`config.mk`:
```
export PLATFORM = sky130hd
export DESIGN_NAME = bayer_black_level_gain_wb
export DESIGN_NICKNAME = d
export VERILOG_FILES = /design/src/hw/rtl/bblgw_pkg.sv /design/src/hw/rtl/bblgw_gain.sv /design/src/hw/rtl/bayer_black_level_gain_wb.sv
export SDC_FILE = /design/constraint.sdc
export NUM_CORES = 1
export LEC_CHECK = 0
export BUFFER_PORTS_ARGS = -buffer_cell sky130_fd_sc_hd__buf_2
export CORE_ASPECT_RATIO = 1.2
export CORE_UTILIZATION = 30
export CTS_BUF_LIST = sky130_fd_sc_hd__clkbuf_4
export CTS_CLUSTER_DIAMETER = 200
export DETAILED_ROUTE_END_ITERATION = 10
export PLACE_DENSITY = 0.49
export SLEW_MARGIN = 25
export SYNTH_ARGS = -nofsm -noshare
export SYNTH_HDL_FRONTEND = slang
export SYNTH_HIERARCHICAL = 1
export SYNTH_SLANG_ARGS = --single-unit
```
`constraint.sdc`:
```
create_clock -name clk_i -period 16.2 [get_ports clk_i]
set_clock_uncertainty 0.1 [all_clocks]
set_input_delay 1.62 -clock clk_i [delete_from_list [all_inputs] [get_ports clk_i]]
set_output_delay 1.62 -clock clk_i [all_outputs]
set_load 0.05 [all_outputs]
```
`src/hw/rtl/bblgw_pkg.sv`:
```
// ----------------------------------------------------------------------------
// bblgw_pkg
// Shared types and constants for the Bayer black level / gain / WB front end.
// ----------------------------------------------------------------------------
package bblgw_pkg;

  localparam int unsigned GAIN_W     = 16;
  localparam int unsigned REG_DATA_W = 32;
  localparam int unsigned REG_ADDR_W = 5;
  localparam int unsigned REG_IDX_W  = 3;
  localparam int unsigned PIX_PORT_W = 16;
  localparam int unsigned IN_DATA_W  = 16;
  localparam int unsigned IN_USER_W  = 2;
  localparam int unsigned CFA_W      = 2;

  typedef enum logic [REG_IDX_W-1:0] {
    REG_BLK_OFFSET   = 3'd0,
    REG_DIGITAL_GAIN = 3'd1,
    REG_RED_GAIN     = 3'd2,
    REG_BLUE_GAIN    = 3'd3,
    REG_CFA_PHASE    = 3'd4
  } reg_idx_e;

  typedef enum logic [CFA_W-1:0] {
    COLOR_R  = 2'd0,
    COLOR_GR = 2'd1,
    COLOR_GB = 2'd2,
    COLOR_B  = 2'd3
  } color_e;

endpackage

```
`src/hw/rtl/bblgw_gain.sv`:
```
// ----------------------------------------------------------------------------
// bblgw_gain
// Two-stage gain unit: multiply by unsigned fixed-point gain, then round half
// up, drop fraction bits and saturate to the pixel range.
// ----------------------------------------------------------------------------
module bblgw_gain #(
  parameter int unsigned PIX_W  = 16,
  parameter int unsigned FRAC_W = 12,
  parameter int unsigned SIDE_W = 2
) (
  input  logic                       clk_i,
  input  logic                       rst_ni,
  input  logic                       valid_i,
  output logic                       ready_o,
  input  logic [PIX_W-1:0]           pix_i,
  input  logic [bblgw_pkg::GAIN_W-1:0] gain_i,
  input  logic [SIDE_W-1:0]          side_i,
  output logic                       valid_o,
  input  logic                       ready_i,
  output logic [PIX_W-1:0]           pix_o,
  output logic [SIDE_W-1:0]          side_o
);
  import bblgw_pkg::*;

  localparam int unsigned PROD_W = PIX_W + GAIN_W;
  localparam int unsigned SUM_W  = PROD_W + 1;
  localparam int unsigned SHR_W  = SUM_W - FRAC_W;

  logic              a_v_q;
  logic [PROD_W-1:0] a_prod_q;
  logic [SIDE_W-1:0] a_side_q;
  logic              b_v_q;
  logic [PIX_W-1:0]  b_pix_q;
  logic [SIDE_W-1:0] b_side_q;

  logic              a_adv;
  logic              in_adv;
  logic [SUM_W-1:0]  sum;
  logic [SHR_W-1:0]  shr;
  logic [PIX_W-1:0]  pix_d;

  assign a_adv   = !b_v_q || ready_i;
  assign ready_o = !a_v_q || a_adv;
  assign in_adv  = valid_i && ready_o;

  assign sum   = SUM_W'(a_prod_q) + (SUM_W'(1) << (FRAC_W - 1));
  assign shr   = sum[SUM_W-1:FRAC_W];
  assign pix_d = (|shr[SHR_W-1:PIX_W]) ? {PIX_W{1'b1}} : shr[PIX_W-1:0];

  always_ff @(posedge clk_i or negedge rst_ni) begin
    if (!rst_ni) begin
      a_v_q <= 1'b0;
      b_v_q <= 1'b0;
    end else begin
      if (ready_o) a_v_q <= valid_i;
      if (a_adv)   b_v_q <= a_v_q;
    end
  end

  always_ff @(posedge clk_i) begin
    if (in_adv) begin
      a_prod_q <= PROD_W'(pix_i) * PROD_W'(gain_i);
      a_side_q <= side_i;
    end
    if (a_adv && a_v_q) begin
      b_pix_q  <= pix_d;
      b_side_q <= a_side_q;
    end
  end

  assign valid_o = b_v_q;
  assign pix_o   = b_pix_q;
  assign side_o  = b_side_q;

endmodule

```
`src/hw/rtl/bayer_black_level_gain_wb.sv`:
```
// ----------------------------------------------------------------------------
// bayer_black_level_gain_wb
// Raw Bayer front end: black level clamp, digital gain, white balance gain.
// ----------------------------------------------------------------------------
//  Channel   Dir  Contents
//  s_axis    in   tdata: pixel_in[15:0]; tuser: row_odd[0], col_odd[1]
//  m_axis    out  tdata: pixel_out[15:0]
//  apb       in   blk_offset, digital_gain, red_gain, blue_gain, cfa_phase
//
//  One pixel per clock while m_axis accepts; pipeline of a black level stage
//  and two stages per gain unit. Reset clears all valid bits and loads register
//  defaults (unity gains). A stall at m_axis holds every full stage; empty
//  stages keep filling, so no transfer is lost or repeated.
// ----------------------------------------------------------------------------
module bayer_black_level_gain_wb #(
  parameter int unsigned PIXEL_BITS     = 16,
  parameter int unsigned GAIN_FRAC_BITS = 12
) (
  input  logic                               clk_i,
  input  logic                               rst_ni,
  input  logic                               s_axis_tvalid,
  output logic                               s_axis_tready,
  // [15:0] pixel_in
  input  logic [bblgw_pkg::IN_DATA_W-1:0]    s_axis_tdata,
  // [0] row_odd, [1] col_odd
  input  logic [bblgw_pkg::IN_USER_W-1:0]    s_axis_tuser,
  output logic                               m_axis_tvalid,
  input  logic                               m_axis_tready,
  // [15:0] pixel_out
  output logic [bblgw_pkg::PIX_PORT_W-1:0]   m_axis_tdata,
  input  logic                               psel,
  input  logic                               penable,
  input  logic                               pwrite,
  input  logic [bblgw_pkg::REG_ADDR_W-1:0]   paddr,
  input  logic [bblgw_pkg::REG_DATA_W-1:0]   pwdata,
  output logic [bblgw_pkg::REG_DATA_W-1:0]   prdata,
  output logic                               pready
);
  import bblgw_pkg::*;

  localparam logic [GAIN_W-1:0] GainUnity = GAIN_W'(1) << GAIN_FRAC_BITS;

  // configuration registers
  logic [PIX_PORT_W-1:0] blk_offset_q;
  logic [GAIN_W-1:0]     digital_gain_q;
  logic [GAIN_W-1:0]     red_gain_q;
  logic [GAIN_W-1:0]     blue_gain_q;
  logic [CFA_W-1:0]      cfa_phase_q;
  logic                  reg_wr;
  reg_idx_e              reg_idx;

  assign pready  = 1'b1;
  assign reg_wr  = psel && penable && pwrite && pready;
  assign reg_idx = reg_idx_e'(paddr[REG_ADDR_W-1:2]);

  always_ff @(posedge clk_i or negedge rst_ni) begin
    if (!rst_ni) begin
      blk_offset_q   <= '0;
      digital_gain_q <= GainUnity;
      red_gain_q     <= GainUnity;
      blue_gain_q    <= GainUnity;
      cfa_phase_q    <= '0;
    end else if (reg_wr) begin
      case (reg_idx)
        REG_BLK_OFFSET:   blk_offset_q   <= pwdata[PIX_PORT_W-1:0];
        REG_DIGITAL_GAIN: digital_gain_q <= pwdata[GAIN_W-1:0];
        REG_RED_GAIN:     red_gain_q     <= pwdata[GAIN_W-1:0];
        REG_BLUE_GAIN:    blue_gain_q    <= pwdata[GAIN_W-1:0];
        REG_CFA_PHASE:    cfa_phase_q    <= pwdata[CFA_W-1:0];
        default: ;
      endcase
    end
  end

  always_comb begin
    case (reg_idx)
      REG_BLK_OFFSET:   prdata = REG_DATA_W'(blk_offset_q);
      REG_DIGITAL_GAIN: prdata = REG_DATA_W'(digital_gain_q);
      REG_RED_GAIN:     prdata = REG_DATA_W'(red_gain_q);
      REG_BLUE_GAIN:    prdata = REG_DATA_W'(blue_gain_q);
      REG_CFA_PHASE:    prdata = REG_DATA_W'(cfa_phase_q);
      default:          prdata = '0;
    endcase
  end

  // stage 1: black level clamp and site color
  logic                  bl_v_q;
  logic [PIXEL_BITS-1:0] bl_pix_q;
  logic [CFA_W-1:0]      bl_col_q;
  logic [PIX_PORT_W-1:0] pix_in16;
  logic [PIX_PORT_W-1:0] diff16;
  logic                  dg_ready;

  assign pix_in16      = PIX_PORT_W'(s_axis_tdata[PIXEL_BITS-1:0]);
  assign diff16        = (pix_in16 > blk_offset_q) ? (pix_in16 - blk_offset_q) : '0;
  assign s_axis_tready = !bl_v_q || dg_ready;

  always_ff @(posedge clk_i or negedge rst_ni) begin
    if (!rst_ni) begin
      bl_v_q <= 1'b0;
    end else if (s_axis_tready) begin
      bl_v_q <= s_axis_tvalid;
    end
  end

  always_ff @(posedge clk_i) begin
    if (s_axis_tvalid && s_axis_tready) begin
      bl_pix_q <= diff16[PIXEL_BITS-1:0];
      bl_col_q <= cfa_phase_q ^ {s_axis_tuser[0], s_axis_tuser[1]};
    end
  end

  // stages 2-3: digital gain
  logic                  dg_v;
  logic                  wb_ready;
  logic [PIXEL_BITS-1:0] dg_pix;
  logic [CFA_W-1:0]      dg_col;
  logic [GAIN_W-1:0]     wb_gain;
  logic                  wb_v;
  logic [PIXEL_BITS-1:0] wb_pix;

  bblgw_gain #(
    .PIX_W  (PIXEL_BITS),
    .FRAC_W (GAIN_FRAC_BITS),
    .SIDE_W (CFA_W)
  ) u_dgain (
    .clk_i   (clk_i),
    .rst_ni  (rst_ni),
    .valid_i (bl_v_q),
    .ready_o (dg_ready),
    .pix_i   (bl_pix_q),
    .gain_i  (digital_gain_q),
    .side_i  (bl_col_q),
    .valid_o (dg_v),
    .ready_i (wb_ready),
    .pix_o   (dg_pix),
    .side_o  (dg_col)
  );

  // green sites use unity gain, which reproduces the pixel exactly
  always_comb begin
    case (color_e'(dg_col))
      COLOR_R: wb_gain = red_gain_q;
      COLOR_B: wb_gain = blue_gain_q;
      default: wb_gain = GainUnity;
    endcase
  end

  // stages 4-5: white balance
  bblgw_gain #(
    .PIX_W  (PIXEL_BITS),
    .FRAC_W (GAIN_FRAC_BITS),
    .SIDE_W (CFA_W)
  ) u_wbgain (
    .clk_i   (clk_i),
    .rst_ni  (rst_ni),
    .valid_i (dg_v),
    .ready_o (wb_ready),
    .pix_i   (dg_pix),
    .gain_i  (wb_gain),
    .side_i  (dg_col),
    .valid_o (wb_v),
    .ready_i (m_axis_tready),
    .pix_o   (wb_pix),
    .side_o  ()
  );

  assign m_axis_tvalid = wb_v;
  assign m_axis_tdata  = PIX_PORT_W'(wb_pix);

  // checks
  a_out_in_range: assert property (@(posedge clk_i) disable iff (!rst_ni)
    m_axis_tvalid |-> ((m_axis_tdata >> PIXEL_BITS) == '0))
    else $error("pixel_out above pixel range");

  a_bl_holds: assert property (@(posedge clk_i) disable iff (!rst_ni)
    (bl_v_q && !dg_ready) |=> (bl_v_q && $stable(bl_pix_q) && $stable(bl_col_q)))
    else $error("black level stage lost data under stall");

  a_empty_ready: assert property (@(posedge clk_i) disable iff (!rst_ni)
    !bl_v_q |-> s_axis_tready)
    else $error("input stalled with empty first stage");

endmodule
```
After elaboration in Yosys (flattened, before gate mapping)

Cells that the tools add are included.
W data, S select, Z words.

Reductions and logical operators: 26
Div/mod/pow operators: 0
Equal/unequal tests: 5
Multiplexer cells: 2
Add/subtract/negate cells: 3
Shift operators: 0
$lt $le $gt $ge: 1
Bitwise operators: 1
Multiply operators: 2

Operators by type and width:

| kind                     | count |
|---|---|
| $pmux W16 S5             | 1 |
| $add A32 B12 Y33 const B | 2 |
| $mul A16 B16 Y32         | 2 |
| $pmux W16 S2             | 1 |
| $gt A16 B16 Y1           | 1 |
| $sub A16 B16 Y16         | 1 |
| $reduce_and A2 Y1        | 5 |
| $reduce_or A5 Y1         | 2 |
| $logic_and A1 B1 Y1      | 7 |
| $eq A3 B2 Y1 const B     | 2 |
| $logic_not A1 Y1         | 5 |
| $logic_or A1 B1 Y1       | 5 |
| $eq A3 B1 Y1 const B     | 1 |
| $eq A3 B3 Y1 const B     | 1 |
| $logic_not A3 Y1         | 1 |
| $eq A2 B2 Y1 const B     | 1 |
| $logic_not A2 Y1         | 1 |
| $xor A2 B2 Y2            | 1 |

Output and inout port bits: 51
Memory bits (writable): 0
Word-level logic and storage cells: 58
Bits in latches: 0
Memory bits (read-only): 0
Flip-flop bits (word level): 189
Memories kept: 0
Input bits: 62

Longest topological paths before layout

Gate-level depths: netlist (run 1).

Depth in word-level cells: 7
Depth in mapped cells: 27

Cells and area by module

Netlist (run 1), hierarchy kept.

Modules (own cells, without submodules):

| module                    | area an instance (um^2) | cells an instance | times used |
|---|---|---|---|
| bblgw_gain (u_dgain)      | 9969.6                  | 1057              | 1 |
| bblgw_gain (u_wbgain)     | 9909.5                  | 1052              | 1 |
| bayer_black_level_gain_wb | 4967.3                  | 425               | 1 |

Worst setup path after synthesis (run 1)

Ideal clock, no wire load.

Kind: register to register
From: reg u_dgain.b_side_q[0], in the netlist u_dgain/side_o[0]
To: reg u_wbgain.a_prod_q[25] (data pin)
Setup time: 271 ps
Required time: 15829 ps
Slack: 9619 ps
Arrival: 6210 ps
Buffers on the path: 3
Period minus slack after synthesis: 6581 ps
Cell stages (with the launch flop): 27
Path through: edfxtp_1 > inv_1 > ha_1 > clkbuf_1 > clkbuf_1 > a22oi_1 > nor2_1 > clkbuf_1 > nand2_1 > fa_1 > inv_1 > fa_1 > inv_1 > fa_1 > inv_1 > fa_1 > fa_1 > inv_1 > fa_1 > inv_1 > ha_1 > nand3_1 > o21ai_1 > o21ai_0 > a21boi_1 > mux2i_1 > o2111ai_1

Word-level cells in the longest chain between the ends: 3

Ends and longest elaborated chain:

| item                                                    | line                             | source |
|---|---|---|
| start, declared                                         | bblgw_gain.sv:34                 | `logic [SIDE_W-1:0] b_side_q;` |
| start signal, assigned                                  | bblgw_gain.sv:67                 | `b_side_q <= a_side_q;` |
| $eq A2 B2 Y1 / $logic_not A2 Y1 (equally long branches) | bayer_black_level_gain_wb.sv:142 | `case (color_e'(dg_col))` |
| $pmux W16 S2 (*)                                        | bayer_black_level_gain_wb.sv:142 |  |
| named net wb_gain[7]                                    | bayer_black_level_gain_wb.sv:118 | `logic [GAIN_W-1:0] wb_gain;` |
| $mul A16 B16 Y32 (*)                                    | bblgw_gain.sv:62                 | `a_prod_q <= PROD_W'(pix_i) * PROD_W'(gain_i);` |
| end signal, assigned                                    | bblgw_gain.sv:62                 |  |
| end, declared                                           | bblgw_gain.sv:30                 | `logic [PROD_W-1:0] a_prod_q;` |

The timed path passes the listed nets; every way through them passes the cells marked *.
A chain may end at the register's enable or synchronous reset.

Worst setup path after layout (run 1)

From: reg u_dgain.b_side_q[0], in the netlist u_dgain/side_o[0]
To: reg u_wbgain.a_prod_q[22] (data pin)

The elaborated chain is that of the path after synthesis.

==> flow_metrics.env, run 1 <==
export IMPL_status="finished clean"
export IMPL_rows=114
export IMPL_holdPathStages=0
export IMPL_fin_crit_sh_pct=46.29
export IMPL_root_buffer="clkbuf_4"
export IMPL_worstPathCellList="inv_1, ha_1, a22oi_1, nor2_2, nand2_1, fa_1, fa_1, fa_1, inv_1, fa_1, fa_1, inv_1, fa_1, inv_1, ha_1, a21oi_1, o21ai_0, a2111oi_2, o21a_1, o31ai_2, a21oi_1, xnor2_1"
export IMPL_post_cts_buffers=0
export IMPL_rsz0062_at_grt="false"
export IMPL_crit_type="flop to flop"
export IMPL_cts_hold_buf=0
export IMPL_route_vias_total=17210
export IMPL_r2r_worst_path_cells=22
export IMPL_start_kind="flop"
export IMPL_core_mm2=0.08102
export IMPL_cp_slowest_stage_delay_ps=670
export IMPL_clk_pin_slew_ps=170
export IMPL_min_path_type="flop to flop"
export IMPL_cpMostUsedCell="fa_1"
export IMPL_worstPathRequired_ps=16570
export IMPL_cts_tree="done"
export IMPL_antenna_found_initial=7
export IMPL_synthesis_area_mm2=0.02473
export IMPL_worstSkewPairLatency_ps=720
export IMPL_cts_buffers=17
export IMPL_n_fill_cell=8404
export IMPL_wl_um=64730
export IMPL_first_global_vias=18950
export IMPL_clock_sinks=167
export IMPL_tightest_slew_ps=1054
export IMPL_worst_setup_path_end_kind="flop"
export IMPL_grt_max_degree=72
export IMPL_io_pin_count=113
export IMPL_synthCells=2530
export IMPL_clock_path_buffers=2
export IMPL_die_h_um=316.5
export IMPL_dieArea_mm2=0.08358
export IMPL_hold_viol_final=0
export IMPL_slowest_stage="ha_1"
export IMPL_ant_nets=0
export IMPL_min_period_ps=7500
export IMPL_gp_congestion=0.8891
export IMPL_yosysWarnings=6
export IMPL_dp_hpwl_um=51170
export IMPL_drc=0
export IMPL_htree_levels=4
export IMPL_synth_avg_cell_area_um2=9.773
export IMPL_clock_fmax_mhz=133.3
export IMPL_layout_drive_gt1_share_pct=9.676
export IMPL_post_drt_via_cell_ratio=4.764
export IMPL_maxCapViolCount=0
export IMPL_grt_usage_pct=15.96
export IMPL_wl_per_cell_um=17.92
export IMPL_drv_slew=0
export IMPL_cp_data_arrival_time_ps=7870
export IMPL_drt_iter0_markers=792
export IMPL_setup_tns_ps=0
export IMPL_post_cts_resized=0
export IMPL_first_pass_iters=5
export IMPL_die_w_um=264.1
export IMPL_numPortBuffers=77
export IMPL_grt_pass1_wl_um=103500
export IMPL_finalSetupViolCount=0
export IMPL_area_delta_synth_final_pct=6.816
export IMPL_grt_overflow_total=0
export IMPL_slew_headroom_pct=29.69
export IMPL_start_util_pct=30.52
export IMPL_cp_max_fo=16
export IMPL_fin_nets=3221
## area by class of cell
cell class / count / area (µm²) / area share [%]
Antenna cell: 6 / 15.01 / 0.05685
Timing Repair Buffer: 93 / 511.7 / 1.938
Sequential cell: 167 / 4663 / 17.66
Tap cell: 1044 / 1306 / 4.946
Clock inverter: 15 / 176.4 / 0.6680
Inverter: 495 / 1858 / 7.035
Clock buffer: 17 / 127.6 / 0.4832
Multi-Input combinational cell: 1776 / 17750 / 67.22
## layer usage
layer / part of all wire [%] / global-route usage [%] / up-vias / wire (µm)
met5: 0 / 0 / - / 0
met4: 2.0 / 4.770 / 0 / 1320
met3: 3.2 / 1.988 / 90 / 2100
met2: 52 / 29.22 / 337 / 33870
met1: 42 / 19.47 / 8858 / 27440
li1: - / - / 7927 / -
## flip-flops by register name (all words and copies together), names as in the netlist
register and count:
u_dgain/a_prod_q 21, u_wbgain/a_prod_q 21, bl_pix_q 16, blk_offset_q 16
blue_gain_q 16, digital_gain_q 16, red_gain_q 16, u_dgain/pix_o 16
u_wbgain/pix_o 16, bl_col_q 2, cfa_phase_q 2, u_dgain/a_side_q 2
u_dgain/side_o 2, bl_v_q 1, u_dgain/a_v_q 1, u_dgain/valid_o 1
u_wbgain/a_v_q 1, u_wbgain/valid_o 1
## through the flow
stage	setup WS, ps	std cells	instance area [µm²]	util [%]	hold WS (ps)
2_1_floorplan	9638	2545	24780	-	300.3
3_3_place_gp	8462	3575	26080	32.19	300.7
3_5_place_dp	8697	3575	26090	32.20	305.4
4_1_cts	8653	3607	26390	32.58	344.6
5_1_grt	8280	3613	26410	32.60	359.5
6_report	8700	3613	26410	32.60	344.2
## worst max-delay path: cells and delay by family (launching register included)
kind            cells  cell delay (ps)
flops               1              420
xor+xnor            1               80
compound gates      7             1530
buf+inv             4              210
simple gates        2              860
fa+ha+maj           8             4040
## path summary, 6_finish.rpt
kind / end / start / slack, ps
worst max-delay path: u_wbgain/a_prod_q[22]$_DFFE_PP_ / u_dgain/side_o[0]$_DFFE_PP_ / 8700
worst min-delay path: u_dgain/a_side_q[1]$_DFFE_PP_ / bl_col_q[1]$_DFFE_PP_ / 340
worst max register to register: u_wbgain/a_prod_q[22]$_DFFE_PP_ / u_dgain/side_o[0]$_DFFE_PP_ / 8700
worst min register to register: u_dgain/a_side_q[1]$_DFFE_PP_ / bl_col_q[1]$_DFFE_PP_ / 340
max in group asynchronous: u_wbgain/a_v_q$_DFFE_PN0N_ / rst_ni / 14670
min in group asynchronous: digital_gain_q[9]$_DFFE_PN0P_ / rst_ni / 830
## cell usage in the layout (no fill, tap or decap), drive strengths merged, types with 7 or more instances in the layout
cell	count
inv	505
fa	387
nand2	343
and2	234
ha	222
edfxtp	96
buf	93
nor2	77
mux2	69
dfrtp	68
a21oi	49
xnor2	49
o21ai	37
xor2	28
nand3	28
a21o	24
nor2b	21
a22oi	20
and3	19
conb	17
clkbuf	17
mux4	14
nand2b	13
a31oi	11
nand4	10
a211oi	9
o21a	9
nor3	7
Power of run 1 is left out: the tool's default activity adds up to more than one toggle a clock period on the data nets, which glitch-free logic cannot reach.
==> inputs of run 2 (changes only) <==
Clock period 16.2 ns to 7.4 ns, I/O delays scaled along.
==> run 2 against run 1 <==
  * First-iteration DRC count grew 3.8%
  * Core utilization grew 0.33 points
  * Sequential share of layout area shrank 0.18 points
  * Critical path depth is the same
  * Cell count grew 0.89%
  * Cell area grew 1.0%
  * Global-route usage grew 0.12 points
  * Worst hold slack lost 190 ps
  * Highest routed layer unchanged
  * Wire length is essentially flat
  * Worst setup slack lost 8100 ps
==> flow_metrics.env, run 2 (synthesis results as in run 1) <==
export IMPL_slew_headroom_pct=31.33
export IMPL_finalSetupViolCount=0
export IMPL_start_kind="flop"
export IMPL_worstPathRequired_ps=7740
export IMPL_dp_hpwl_um=52420
export IMPL_antenna_found_initial=5
export IMPL_grt_max_degree=72
export IMPL_wl_per_cell_um=17.77
export IMPL_gp_congestion=0.8615
export IMPL_layout_setup_ws_ps=587.9
export IMPL_clock_sinks=167
export IMPL_clk_pin_slew_ps=150
export IMPL_clock_fmax_mhz=146.8
export IMPL_numPortBuffers=77
export IMPL_min_path_type="input pin to flop"
export IMPL_crit_type="flop to flop"
export IMPL_area_delta_synth_final_pct=7.899
export IMPL_final_cell_mix="inv_1 (495), fa_1 (387), nand2_1 (343), and2_1 (233), ha_1 (222)"
export IMPL_worstSkewPairLatency_ps=710
export IMPL_wl_um=64770
export IMPL_grt_usage_pct=16.08
export IMPL_drc=0
export IMPL_fin_crit_sh_pct=92.06
export IMPL_timing_hold_ws_ps=157.2
export IMPL_post_drt_via_cell_ratio=4.743
export IMPL_final_common_cell="inv_1"
export IMPL_ant_nets=0
export IMPL_slowest_stage="fa_1"
export IMPL_cts_tree="done"
export IMPL_io_pin_count=113
export IMPL_tightest_slew_ps=1029
export IMPL_worstPathCellList="ha_1, buf_4, a22oi_1, nor2_1, buf_12, and2_1, fa_1, inv_1, fa_1, fa_1, fa_1, inv_1, fa_1, fa_1, ha_1, nand2_1, o21a_1, o21ai_1, o21ai_0, a21boi_1, mux2i_1, o2111ai_1"
export IMPL_cp_slowest_stage_delay_ps=560
export IMPL_first_global_vias=18910
export IMPL_placed_cells=3607
export IMPL_rsz0062_at_grt="false"
export IMPL_drt_iter0_markers=822
export IMPL_hold_viol_final=0
export IMPL_cpMostUsedCell="fa_1"
export IMPL_maxCapViolCount=0
export IMPL_setup_tns_ps=0
export IMPL_htree_levels=4
export IMPL_dieArea_mm2=0.08358
export IMPL_grt_pass1_wl_um=104200
export IMPL_cp_max_fo=16
export IMPL_core_mm2=0.08102
export IMPL_start_util_pct=30.52
export IMPL_worst_setup_path_end_kind="flop"
export IMPL_rows=114
export IMPL_root_buffer="clkbuf_4"
export IMPL_cp_data_arrival_time_ps=7150
export IMPL_status="finished clean"
export IMPL_grt_overflow_total=0
export IMPL_fin_cells=3645
export IMPL_post_cts_buffers=0
export IMPL_clock_path_buffers=2
export IMPL_layout_drive_gt1_share_pct=10.59
export IMPL_first_pass_iters=5
export IMPL_fin_nets=3254
export IMPL_die_h_um=316.5
export IMPL_reg_largest_list="u_dgain/a_prod_q: 21 flops, u_wbgain/a_prod_q: 21 flops"
export IMPL_drv_slew=0
export IMPL_place_ws_ps=620.8
export IMPL_route_vias_total=17290
export IMPL_cts_buffers=17
export IMPL_min_period_ps=6812
export IMPL_die_w_um=264.1
## run 2: per-layer routing
| layer | vias up | routed length [µm] | global-route usage [%] |
|---|---|---|---|
| li1 | 7995 | - | - |
| met1 | 8851 | 27440 | 19.77 |
| met2 | 363 | 33760 | 28.86 |
| met3 | 78 | 2075 | 2.042 |
| met4 | 0 | 1496 | 5.655 |
| met5 | - | 0 | 0 |
## run 2: through the flow
step | cell area, µm² | utilization, %
after floorplan | 24780 | -
after detailed placement | 26400 | 32.58
final | 26680 | 32.93
after CTS | 26650 | 32.90
after global placement | 26400 | 32.58
after global routing | 26680 | 32.93
## run 2: cell type report
class | count | area (µm²)
clock inverters | 15 | 126.4
inverters | 495 | 1858
clock buffers | 17 | 127.6
repair buffers | 126 | 837.1
fillers | 8439 | 54340
well taps | 1044 | 1306
diodes | 5 | 12.51
flip-flops and latches | 167 | 4663
multi-input cells | 1776 | 17750
## run 2: final timing paths
check	start	endpoint	slack [ps]	cells past startpoint
setup reg to reg	u_dgain/side_o[0]$_DFFE_PP_	u_wbgain/a_prod_q[25]$_DFFE_PP_	590	22
max in group asynchronous	rst_ni	red_gain_q[11]$_DFFE_PN0P_	6140	2
hold / removal	s_axis_tvalid	bl_v_q$_DFFE_PN0N_	160	2
hold reg to reg	u_dgain/a_side_q[1]$_DFFE_PP_	u_dgain/side_o[1]$_DFFE_PP_	340	0
min in group asynchronous	rst_ni	red_gain_q[15]$_DFFE_PN0P_	510	2
setup / recovery	u_dgain/side_o[0]$_DFFE_PP_	u_wbgain/a_prod_q[25]$_DFFE_PP_	590	22
## run 2: repair_timing
action / in CTS / in global routing
hold buffers: 0 / 1
resized for setup: 0 / 0
endpoints found under the hold margin: 0 / 68
## run 2: worst max-delay path: cells and delay by family, from the launching register on
| kind | cells | cell delay, ps |
|---|---|---|
| AO/OA/AOI/OAI | 6 | 1370 |
| adder cells (fa/ha/maj) | 8 | 3540 |
| buffers and inverters | 4 | 490 |
| flip-flops | 1 | 430 |
| multiplexers | 1 | 230 |
| AND/OR/NAND/NOR | 3 | 380 |
Power of run 2 is left out for the same reason.
